## src/rtl/core/i2cm_pkg.sv

```systemverilog
`timescale 1ns / 1ps
`default_nettype none
// ----------------------------------------------------------------------------
// i2cm_pkg
// Shared types and constants for the sub-addressed I2C master sequencer.
// ----------------------------------------------------------------------------
package i2cm_pkg;

    localparam logic [7:0] HALF_PERIOD_RESET = 8'd5;

    // bus segment the sequencer is in
    typedef enum logic [4:0] {
        PH_IDLE,
        PH_ST_SETUP,
        PH_ST_HOLD,
        PH_RS_LOW,
        PH_RS_SETUP,
        PH_RS_HOLD,
        PH_TX_LOW,
        PH_TX_HIGH,
        PH_TXACK_LOW,
        PH_TXACK_HIGH,
        PH_WAIT,
        PH_RX_LOW,
        PH_RX_HIGH,
        PH_RXACK_LOW,
        PH_RXACK_HIGH,
        PH_SP_LOW,
        PH_SP_HIGH,
        PH_SP_DONE
    } phase_t;

    // which byte a transmit phase is sending
    typedef enum logic [1:0] {
        KIND_ADDR_W,
        KIND_SUB,
        KIND_ADDR_R,
        KIND_DATA
    } kind_t;

    typedef struct packed {
        phase_t     phase;
        kind_t      kind;
        logic [3:0] bit_index;
        logic [7:0] bytes_left;
        logic [7:0] shift_byte;
        logic [7:0] tick_count;
        logic       scl_level;
        logic       sda_level;
        logic [6:0] addr_hold;
        logic [7:0] subaddr_hold;
        logic       read_flag;
        logic       ack_seen;
    } seq_state_t;

    // idle with both bus lines released
    localparam seq_state_t SEQ_RESET = '{
        phase:        PH_IDLE,
        kind:         KIND_ADDR_W,
        bit_index:    4'd0,
        bytes_left:   8'd0,
        shift_byte:   8'd0,
        tick_count:   8'd0,
        scl_level:    1'b1,
        sda_level:    1'b1,
        addr_hold:    7'd0,
        subaddr_hold: 8'd0,
        read_flag:    1'b0,
        ack_seen:     1'b0
    };

    typedef struct packed {
        logic       sda_in;
        logic       wr_data_valid;
        logic [7:0] wr_data;
        logic [7:0] byte_count;
        logic [7:0] sub_addr;
        logic [6:0] slave_addr;
        logic       mode;
        logic       start_req;
    } tick_in_t;

    typedef struct packed {
        logic       success;
        logic       done_res;
        logic       rd_valid;
        logic [7:0] rd_data;
        logic       need_data;
        logic       busy_res;
        logic       sda_out;
        logic       scl_out;
    } tick_out_t;

endpackage
`default_nettype wire

```

## src/rtl/core/i2cm_step.sv

```systemverilog
`timescale 1ns / 1ps
`default_nettype none
// ----------------------------------------------------------------------------
// i2cm_step
// Next-state and bus drive logic for one timing tick of the I2C master.
// ----------------------------------------------------------------------------
module i2cm_step
    import i2cm_pkg::*;
(
    input  wire seq_state_t  cur_state,
    input  wire tick_in_t    tick_in,
    input  wire logic [7:0]  half_period,
    output seq_state_t nxt_state,
    output tick_out_t  tick_out
);

    logic [7:0] h_eff;
    logic [8:0] tick_inc;
    logic [3:0] bit_inc;
    logic [7:0] bytes_dec;
    logic       rdv;
    logic       done;

    assign h_eff     = (half_period == 8'd0) ? 8'd1 : half_period;
    assign tick_inc  = {1'b0, cur_state.tick_count} + 9'd1;
    assign bit_inc   = cur_state.bit_index + 4'd1;
    assign bytes_dec = cur_state.bytes_left - 8'd1;

    always_comb begin
        nxt_state = cur_state;
        rdv       = 1'b0;
        done      = 1'b0;
        unique case (cur_state.phase)
            PH_IDLE: begin
                if (tick_in.start_req) begin
                    nxt_state.addr_hold    = tick_in.slave_addr;
                    nxt_state.subaddr_hold = tick_in.sub_addr;
                    nxt_state.bytes_left   = (tick_in.byte_count == 8'd0) ?
                                             8'd1 : tick_in.byte_count;
                    nxt_state.read_flag    = tick_in.mode;
                    nxt_state.ack_seen     = 1'b0;
                    nxt_state.tick_count   = 8'd0;
                    nxt_state.phase        = PH_ST_SETUP;
                    nxt_state.scl_level    = 1'b1;
                    nxt_state.sda_level    = 1'b1;
                end
            end
            PH_WAIT: begin
                if (tick_in.wr_data_valid) begin
                    nxt_state.tick_count = 8'd0;
                    nxt_state.shift_byte = tick_in.wr_data;
                    nxt_state.bit_index  = 4'd0;
                    nxt_state.kind       = KIND_DATA;
                    nxt_state.phase      = PH_TX_LOW;
                    nxt_state.scl_level  = 1'b0;
                    nxt_state.sda_level  = tick_in.wr_data[7];
                end
            end
            default: begin
                if (tick_inc < {1'b0, h_eff}) begin
                    nxt_state.tick_count = tick_inc[7:0];
                end else begin
                    // end of segment
                    nxt_state.tick_count = 8'd0;
                    unique case (cur_state.phase)
                        PH_ST_SETUP: begin
                            nxt_state.phase     = PH_ST_HOLD;
                            nxt_state.scl_level = 1'b1;
                            nxt_state.sda_level = 1'b0;
                        end
                        PH_ST_HOLD: begin
                            nxt_state.shift_byte = {cur_state.addr_hold, 1'b0};
                            nxt_state.bit_index  = 4'd0;
                            nxt_state.kind       = KIND_ADDR_W;
                            nxt_state.phase      = PH_TX_LOW;
                            nxt_state.scl_level  = 1'b0;
                            nxt_state.sda_level  = cur_state.addr_hold[6];
                        end
                        PH_RS_LOW: begin
                            nxt_state.phase     = PH_RS_SETUP;
                            nxt_state.scl_level = 1'b1;
                            nxt_state.sda_level = 1'b1;
                        end
                        PH_RS_SETUP: begin
                            nxt_state.phase     = PH_RS_HOLD;
                            nxt_state.scl_level = 1'b1;
                            nxt_state.sda_level = 1'b0;
                        end
                        PH_RS_HOLD: begin
                            nxt_state.shift_byte = {cur_state.addr_hold, 1'b1};
                            nxt_state.bit_index  = 4'd0;
                            nxt_state.kind       = KIND_ADDR_R;
                            nxt_state.phase      = PH_TX_LOW;
                            nxt_state.scl_level  = 1'b0;
                            nxt_state.sda_level  = cur_state.addr_hold[6];
                        end
                        PH_TX_LOW: begin
                            nxt_state.phase     = PH_TX_HIGH;
                            nxt_state.scl_level = 1'b1;
                        end
                        PH_TX_HIGH: begin
                            nxt_state.bit_index = bit_inc;
                            if (bit_inc < 4'd8) begin
                                nxt_state.shift_byte = {cur_state.shift_byte[6:0], 1'b0};
                                nxt_state.phase      = PH_TX_LOW;
                                nxt_state.scl_level  = 1'b0;
                                nxt_state.sda_level  = cur_state.shift_byte[6];
                            end else begin
                                nxt_state.phase     = PH_TXACK_LOW;
                                nxt_state.scl_level = 1'b0;
                                nxt_state.sda_level = 1'b1;
                            end
                        end
                        PH_TXACK_LOW: begin
                            nxt_state.phase     = PH_TXACK_HIGH;
                            nxt_state.scl_level = 1'b1;
                        end
                        PH_TXACK_HIGH: begin
                            nxt_state.ack_seen = ~tick_in.sda_in;
                            if (tick_in.sda_in) begin
                                // nack: abort with a stop
                                nxt_state.phase     = PH_SP_LOW;
                                nxt_state.scl_level = 1'b0;
                                nxt_state.sda_level = 1'b0;
                            end else begin
                                unique case (cur_state.kind)
                                    KIND_ADDR_W: begin
                                        nxt_state.shift_byte = cur_state.subaddr_hold;
                                        nxt_state.bit_index  = 4'd0;
                                        nxt_state.kind       = KIND_SUB;
                                        nxt_state.phase      = PH_TX_LOW;
                                        nxt_state.scl_level  = 1'b0;
                                        nxt_state.sda_level  = cur_state.subaddr_hold[7];
                                    end
                                    KIND_SUB: begin
                                        if (cur_state.read_flag) begin
                                            nxt_state.phase     = PH_RS_LOW;
                                            nxt_state.scl_level = 1'b0;
                                            nxt_state.sda_level = 1'b1;
                                        end else begin
                                            nxt_state.phase     = PH_WAIT;
                                            nxt_state.scl_level = 1'b0;
                                        end
                                    end
                                    KIND_ADDR_R: begin
                                        nxt_state.shift_byte = 8'd0;
                                        nxt_state.bit_index  = 4'd0;
                                        nxt_state.phase      = PH_RX_LOW;
                                        nxt_state.scl_level  = 1'b0;
                                        nxt_state.sda_level  = 1'b1;
                                    end
                                    default: begin
                                        nxt_state.bytes_left = bytes_dec;
                                        if (bytes_dec == 8'd0) begin
                                            nxt_state.phase     = PH_SP_LOW;
                                            nxt_state.scl_level = 1'b0;
                                            nxt_state.sda_level = 1'b0;
                                        end else begin
                                            nxt_state.phase     = PH_WAIT;
                                            nxt_state.scl_level = 1'b0;
                                        end
                                    end
                                endcase
                            end
                        end
                        PH_RX_LOW: begin
                            nxt_state.phase     = PH_RX_HIGH;
                            nxt_state.scl_level = 1'b1;
                        end
                        PH_RX_HIGH: begin
                            nxt_state.shift_byte = {cur_state.shift_byte[6:0],
                                                    tick_in.sda_in};
                            nxt_state.bit_index  = bit_inc;
                            if (bit_inc < 4'd8) begin
                                nxt_state.phase     = PH_RX_LOW;
                                nxt_state.scl_level = 1'b0;
                                nxt_state.sda_level = 1'b1;
                            end else begin
                                // byte complete: ack unless it was the last
                                rdv                  = 1'b1;
                                nxt_state.bytes_left = bytes_dec;
                                nxt_state.phase      = PH_RXACK_LOW;
                                nxt_state.scl_level  = 1'b0;
                                nxt_state.sda_level  = (bytes_dec == 8'd0);
                            end
                        end
                        PH_RXACK_LOW: begin
                            nxt_state.phase     = PH_RXACK_HIGH;
                            nxt_state.scl_level = 1'b1;
                        end
                        PH_RXACK_HIGH: begin
                            if (cur_state.bytes_left == 8'd0) begin
                                nxt_state.phase     = PH_SP_LOW;
                                nxt_state.scl_level = 1'b0;
                                nxt_state.sda_level = 1'b0;
                            end else begin
                                nxt_state.shift_byte = 8'd0;
                                nxt_state.bit_index  = 4'd0;
                                nxt_state.phase      = PH_RX_LOW;
                                nxt_state.scl_level  = 1'b0;
                                nxt_state.sda_level  = 1'b1;
                            end
                        end
                        PH_SP_LOW: begin
                            nxt_state.phase     = PH_SP_HIGH;
                            nxt_state.scl_level = 1'b1;
                            nxt_state.sda_level = 1'b0;
                        end
                        PH_SP_HIGH: begin
                            nxt_state.phase     = PH_SP_DONE;
                            nxt_state.scl_level = 1'b1;
                            nxt_state.sda_level = 1'b1;
                        end
                        PH_SP_DONE: begin
                            nxt_state.phase     = PH_IDLE;
                            nxt_state.scl_level = 1'b1;
                            nxt_state.sda_level = 1'b1;
                            done                = 1'b1;
                        end
                        default: begin
                            nxt_state.phase     = PH_IDLE;
                            nxt_state.scl_level = 1'b1;
                            nxt_state.sda_level = 1'b1;
                        end
                    endcase
                end
            end
        endcase
    end

    always_comb begin
        tick_out.scl_out   = nxt_state.scl_level;
        tick_out.sda_out   = nxt_state.sda_level;
        tick_out.busy_res  = (nxt_state.phase != PH_IDLE);
        tick_out.need_data = (nxt_state.phase == PH_WAIT);
        tick_out.rd_data   = rdv ? nxt_state.shift_byte : 8'd0;
        tick_out.rd_valid  = rdv;
        tick_out.done_res  = done;
        tick_out.success   = done & nxt_state.ack_seen;
    end

endmodule
`default_nettype wire

```

## src/rtl/core/i2c_master_subaddr_transfer.sv

```systemverilog
`timescale 1ns / 1ps
`default_nettype none
// the result item for a tick is registered and appears on m_ in the cycle after it is accepted
// throughput: one tick item per cycle while s_tready is high; the sequencer state updates in a single pass
// s_tready is held low only while a finished result waits and m_tready is low
// reset (aresetn low, synchronous): sequencer idle with both bus lines released,
// half period back to 5 ticks, output register empty
// ----------------------------------------------------------------------------
// i2c_master_subaddr_transfer
// I2C master running one sub-addressed write or read transfer, one tick per item.
// ----------------------------------------------------------------------------
module i2c_master_subaddr_transfer
    import i2cm_pkg::*;
(
    input  wire logic        aclk,
    input  wire logic        aresetn,
    // configuration: half_period_ticks
    input  wire logic        cfg_valid,
    output logic             cfg_ready,
    input  wire logic [7:0]  cfg_data,
    // tdata: start_req, mode, slave_addr[6:0], sub_addr[7:0], byte_count[7:0],
    //        wr_data[7:0], wr_data_valid, sda_in, zero pad
    input  wire logic        s_tvalid,
    output logic             s_tready,
    input  wire logic [39:0] s_tdata,
    // tdata: scl_out, sda_out, busy_res, need_data, rd_data[7:0], rd_valid,
    //        done_res, success, zero pad
    output logic             m_tvalid,
    input  wire logic        m_tready,
    output logic [15:0]      m_tdata
);

    seq_state_t state_reg;
    seq_state_t state_next;
    tick_in_t   tick_in;
    tick_out_t  tick_out;
    logic [7:0] half_period_reg;
    logic       m_tvalid_reg;
    logic [14:0] m_data_reg;
    logic       accept;

    assign tick_in   = s_tdata[34:0];
    assign cfg_ready = 1'b1;
    assign s_tready  = ~m_tvalid_reg | m_tready;
    assign accept    = s_tvalid & s_tready;

    i2cm_step u_step (
        .cur_state   (state_reg),
        .tick_in     (tick_in),
        .half_period (half_period_reg),
        .nxt_state   (state_next),
        .tick_out    (tick_out)
    );

    always_ff @(posedge aclk) begin
        if (!aresetn) begin
            half_period_reg <= HALF_PERIOD_RESET;
        end else if (cfg_valid) begin
            half_period_reg <= cfg_data;
        end
    end

    always_ff @(posedge aclk) begin
        if (!aresetn) begin
            state_reg <= SEQ_RESET;
        end else if (accept) begin
            state_reg <= state_next;
        end
    end

    always_ff @(posedge aclk) begin
        if (!aresetn) begin
            m_tvalid_reg <= 1'b0;
        end else if (accept) begin
            m_tvalid_reg <= 1'b1;
        end else if (m_tready) begin
            m_tvalid_reg <= 1'b0;
        end
    end

    always_ff @(posedge aclk) begin
        if (accept) begin
            m_data_reg <= tick_out;
        end
    end

    assign m_tvalid = m_tvalid_reg;
    assign m_tdata  = {1'b0, m_data_reg};

endmodule
`default_nettype wire
```

## config.mk

```make
export PLATFORM = sky130hd
export DESIGN_NAME = i2c_master_subaddr_transfer
export DESIGN_NICKNAME = d
export VERILOG_FILES = /design/src/rtl/core/i2cm_pkg.sv /design/src/rtl/core/i2cm_step.sv /design/src/rtl/core/i2c_master_subaddr_transfer.sv
export SDC_FILE = /design/constraint.sdc
export NUM_CORES = 1
export LEC_CHECK = 0
export BUFFER_PORTS_ARGS = -buffer_cell sky130_fd_sc_hd__buf_2
export CAP_MARGIN = 20
export CORE_MARGIN = 5
export CORE_UTILIZATION = 63
export DETAILED_ROUTE_END_ITERATION = 8
export GPL_ROUTABILITY_DRIVEN = 0
export PLACE_DENSITY_LB_ADDON = 0.3
export SKIP_CTS_REPAIR_TIMING = 1
export SYNTH_ARGS = -nofsm -noshare
export SYNTH_HDL_FRONTEND = slang
export SYNTH_SLANG_ARGS = --single-unit
```

## constraint.sdc

```tcl
create_clock -name aclk -period 6.1 [get_ports aclk]
set_input_delay 1.525 -clock aclk [delete_from_list [all_inputs] [get_ports aclk]]
set_output_delay 1.525 -clock aclk [all_outputs]
set_load 0.01 [all_outputs]
```

# [Word level (Yosys, flattened, before mapping)]
# Cells that the tools add are included.
[op_classes] n_lt_le_gt_ge=2 addsub=3 n_bitwise=7 mux=57 n_reduce_logical=23 eq_ne=31
[op_table] operator="$pmux 5 s14" n=1
[op_table] operator="$mux 8" n=8
[op_table] operator="$pmux 8 s2" n=4
[op_table] operator="$mux 27" n=2
[op_table] operator="$pmux 8 s6" n=1
[op_table] operator="$eq 5x4->1 const B" n=9
[op_table] operator="$logic_not 8->1" n=4
[op_table] operator="$mux 22" n=1
[op_table] operator="$eq 5x3->1 const B" n=4
[op_table] operator="$pmux 10 s2" n=1
[op_table] operator="$mux 18" n=1
[op_table] operator="$mux 1" n=16
[op_table] operator="$mux 4" n=4
[op_table] operator="$pmux 4 s4" n=1
[op_table] operator="$reduce_and 8->1" n=2
[op_table] operator="$ne 3x2->1 const B" n=5
[op_table] operator="$pmux 4 s3" n=1
[op_table] operator="$pmux 6 s2" n=1
[op_table] operator="$mux 11" n=1
[op_table] operator="$eq 5x2->1 const B" n=2
[op_table] operator="$eq 5x5->1 const B" n=2
[op_table] operator="$mux 5" n=2
[op_table] operator="$pmux 5 s2" n=1
[op_table] operator="$reduce_bool 5->1" n=2
[op_table] operator="30 further kinds" n=47
[word_totals] input_bits=53 out_inout_bits=19 regBits=78

# [Longest topological paths before layout]
[depth] ltp_word=9 mapped_depth=13

# [Modules after synthesis]
# From an unflattened synthesis, not the netlist that was laid out.
[unflattened] cells_unflattened=702 area_unflattened_um2=5559.1
[by_module_without_submodules] module="i2c_master_subaddr_transfer" n_inst=1 area_each_um2=3019.1 seq_area_each_um2=1711.6 cells_per_inst=284
[by_module_without_submodules] module="i2cm_step" n_inst=1 area_each_um2=2539.9 seq_area_each_um2=0.0 cells_per_inst=418

# [Worst setup path before layout]
# No wires, ideal clock.
[synth_timing] path_kind="input port to flip-flop" startpoint="in m_tready" endpoint="reg m_data_reg[0], enable pin" slack_ps=2797 arrival_time_ps=2919 required_time_ps=5715 path_stages=5 cell_sequence="nand2b_1 -> nand2_1 -> clkinv_1 -> clkbuf_1 -> clkbuf_1"
[synth_via] elab_chain_cells=2
[synth_rtl] item="from (decl)" line_no="i2c_master_subaddr_transfer.sv:29" source="input wire logic m_tready,"
[synth_rtl] item="$or 1x1->1" line_no="i2c_master_subaddr_transfer.sv:44" source="assign s_tready = ~m_tvalid_reg | m_tready;"
[synth_rtl] item="$and 1x1->1" line_no="i2c_master_subaddr_transfer.sv:45" source="assign accept = s_tvalid & s_tready;"
[synth_rtl] item="via accept" line_no="i2c_master_subaddr_transfer.sv:40" source="logic accept;"
[synth_rtl] item="to (signal assigned)" line_no="i2c_master_subaddr_transfer.sv:83" source="m_data_reg <= tick_out;"
[synth_rtl] item="to (decl)" line_no="i2c_master_subaddr_transfer.sv:39" source="logic [14:0] m_data_reg;"
# The timed path passes the listed nets, and every way through them passes these cells.
# A chain may end at the register's enable or synchronous reset.

# [Final worst setup path]
[layout_timing] startpoint="in m_tready" endpoint="reg state_reg[41] in the netlist's numbering"
[layout_via] elab_chain_cells=3
[layout_rtl] item="$or 1x1->1" line_no="i2c_master_subaddr_transfer.sv:44"
[layout_rtl] item="$and 1x1->1" line_no="i2c_master_subaddr_transfer.sv:45"
[layout_rtl] item="$reduce_and 8->1 (no source line)"
[layout_rtl] item="to (signal assigned)" line_no="i2c_master_subaddr_transfer.sv:67" source="state_reg <= state_next;"
[layout_rtl] item="to (decl)" line_no="i2c_master_subaddr_transfer.sv:33" source="seq_state_t state_reg;"
# No other way between the ends.

==> run metrics <==
outcome finished clean; most frequent cells after synthesis nand2_1, dfxtp_1, a21oi_1, nor2_1, o21ai_0; Relative slew margins 25.61%; remaining global-route overflow 0; leak pwr 2.070 nW; synth-to-layout area growth 9.768%; Clock Tree Root clkbuf_8; EDFF count, synth 15; Yosys reg bits 78; Filler Cell Count 650; via count 5386; ys flop type dfxtp_1; count of final setup violators 0; YS warnings 0; multiplexer area fraction after synthesis 2.490%; post-synthesis cell area 0.005226 mm²; clk_lat worst skew 0.37 ns; DP Wirelength 10.67 mm; HP Class flip-flop to flip-flop; Setup crit end kind flip-flop; max reg flops 54; Worst Path Buf+Inv 2; Routed Wire Length 15.54 mm; Clock Path Buffers 2; area leader, netlist dfxtp_1; Antenna Cells 0; power density over the cells 238.5 mW/mm²; DR pass1 iterations 8; Post-Synth XOR/XNOR Area 1.676%; DIE AREA 0.01022 mm²; clock sink total 78; CP arrival 4.21 ns; most frequent cell after synthesis nand2_1; Synth top area share 24.13%; hold_ws 0.4756 ns; port bufs 64; layout cells sized above 1 17.47%; TritonCTS clock tree done; max cap viols 0; row cnt 33; clk_skew 0.01155 ns; total track usage 29.87%; register area 0.001712 mm²; critical path's top delay family simple AND/OR/NAND/NOR gates; vias in the first global route 5046; CTS clk-pin slew, worst paths 0.09 ns; synthesized area per cell 8.349 µm²; I/O Pins 72; Vias/cell 7.004; Startpoint Class primary input; RSZ-0062 raised after global routing no; crit path time final 3.986 ns; drt drc 0; crit path max fanout 25; NumNets Final 724; multi-input logic area 0.003204 mm²; drt wl/cell 20.21 µm; total CTS buffers 9; post-synthesis cell count 626; setup TNS 0 ns; worst vdd ir 0.0001601 V; Worst-Margin Slew 1.114 ns; CP max stage delay 0.74 ns; pin count of the biggest net entering global routing 49; first-pass GRT wire length 24.45 mm; First DRT Iteration DRCs 963; Slew Limit Fails 0; Synth Area in Adders 2.873%; Synth Area in Compound Gates 31.63%; Worst path slowest cell nand2_1; kind of critical path primary input to flip-flop; register area share after synthesis 32.75%; Max Freq 250.9 MHz; die width 101.1 µm; largest family of logic cells by synthesized area compound AO/OA/AOI/OAI gates; CP Cell Sequence buf_2 > nand2b_1 > nand2_1 > clkinv_1 > nand2_1 > and2_1 > o32ai_1; Mapped Nets 691; Synth area leaders dfxtp_1, edfxtp_1, nand2_1; most frequent CP cell nand2_1; initial core utilization 64.25%; final hold vios 0; Post-Synth Simple-Gate Area 22.50%; Final period util 65.35%; Post-synth ARST share 0%; H-Tree Depth 3; Worst EP required 6.33 ns; Die Y-Extent 101.1 µm; antenna violations before repair 0; CORE AREA 0.008134 mm²; remaining antenna violation count 0; post-synth cell types 88
-- through the flow --
step / instance area, µm² / util [%] / cells / power, mW / setup WS (ns)
finish: 5737 / 70.53 / 769 / 1.368 / 2.114
CTS: 5737 / 70.53 / 769 / 1.355 / 2.232
detailed placement: 5488 / 67.47 / 753 / 0.8812 / 1.845
floorplan: 5226 / - / 626 / 0.8024 / 2.797
global placement: 5488 / 67.47 / 753 / 0.8723 / 1.908
global route: 5737 / 70.53 / 769 / 1.417 / 1.963
-- cell usage in the layout (no fill, tap or decap), types with 4 or more instances in the layout --
master,synthesis,layout
a2111oi_0,5,5
a211oi_1,6,6
a21boi_0,4,4
a21oi_1,55,55
a221oi_1,6,6
a22oi_1,11,11
a31oi_1,15,15
a32oi_1,5,5
and2_1,7,7
and3_1,6,6
buf_2,10,64
buf_4,3,4
clkbuf_8,0,10
dfxtp_1,63,63
edfxtp_1,15,15
ha_1,12,12
inv_1,23,23
mux2i_1,13,13
nand2_1,78,78
nand2b_1,8,8
nand3_1,16,16
nand3b_1,4,4
nand4_1,4,4
nor2_1,36,36
nor2b_1,5,5
nor3_1,17,17
nor4_1,5,5
o2111ai_1,6,6
o211ai_1,14,14
o21a_1,7,7
o21ai_0,30,30
o32ai_1,6,6
or3_1,4,4
xor2_1,7,7
-- layout make-up --
cell class / count / area share [%]
sequential: 78 / 29.84
timing repair buffer: 68 / 6.107
inverter: 24 / 1.570
multi-input combinational: 478 / 55.86
tap: 105 / 2.290
clock inverter: 5 / 1.505
clock buffer: 11 / 2.835
-- report_power, final --
part           total [mW]  internal, mW  leakage, nW  switching, mW
registers           0.589         0.554        0.660         0.0348
clock network       0.483         0.270        0.126          0.212
logic               0.297         0.109         1.29          0.188
total                1.37         0.933         2.07          0.435
-- tightest hold or removal path, cell delays in order, from the launching register on --
cell and delay [ns]:
dfxtp_1 0.32, nand2_1 0.05, a21oi_1 0.06
-- per-layer routing --
| layer | up-vias | part of all wire (%) | global-route usage [%] | wire, µm |
|---|---|---|---|---|
| li1 | 2450 | - | - | - |
| met3 | 75 | 13 | 6.574 | 2046 |
| met2 | 423 | 44 | 45.42 | 6827 |
| met1 | 2438 | 39 | 40.79 | 6121 |
| met5 | - | 0 | 0 | 0 |
| met4 | 0 | 3.5 | 12.68 | 549 |
-- path summary, 6_finish.rpt --
check / slack [ns] / endpoint / cells after the start / start
max: 2.11 / state_reg[41] / 7 / m_tready
min reg2reg: 0.48 / state_reg[4] / 2 / state_reg[4]
min: 0.48 / state_reg[4] / 2 / state_reg[4]
max reg2reg: 2.33 / m_data_reg[3] / 11 / state_reg[19]
-- kinds of logic after synthesis --
| kind of cell | Yosys count |
|---|---|
| XOR/XNOR | 10 |
| other | 2 |
| AO/OA/AOI/OAI | 222 |
| multiplexers | 13 |
| buffers and inverters | 70 |
| flip-flops | 78 |
| adder cells (fa/ha/maj) | 12 |
| AND/OR/NAND/NOR | 219 |
(Power assumes the default switching activity.)
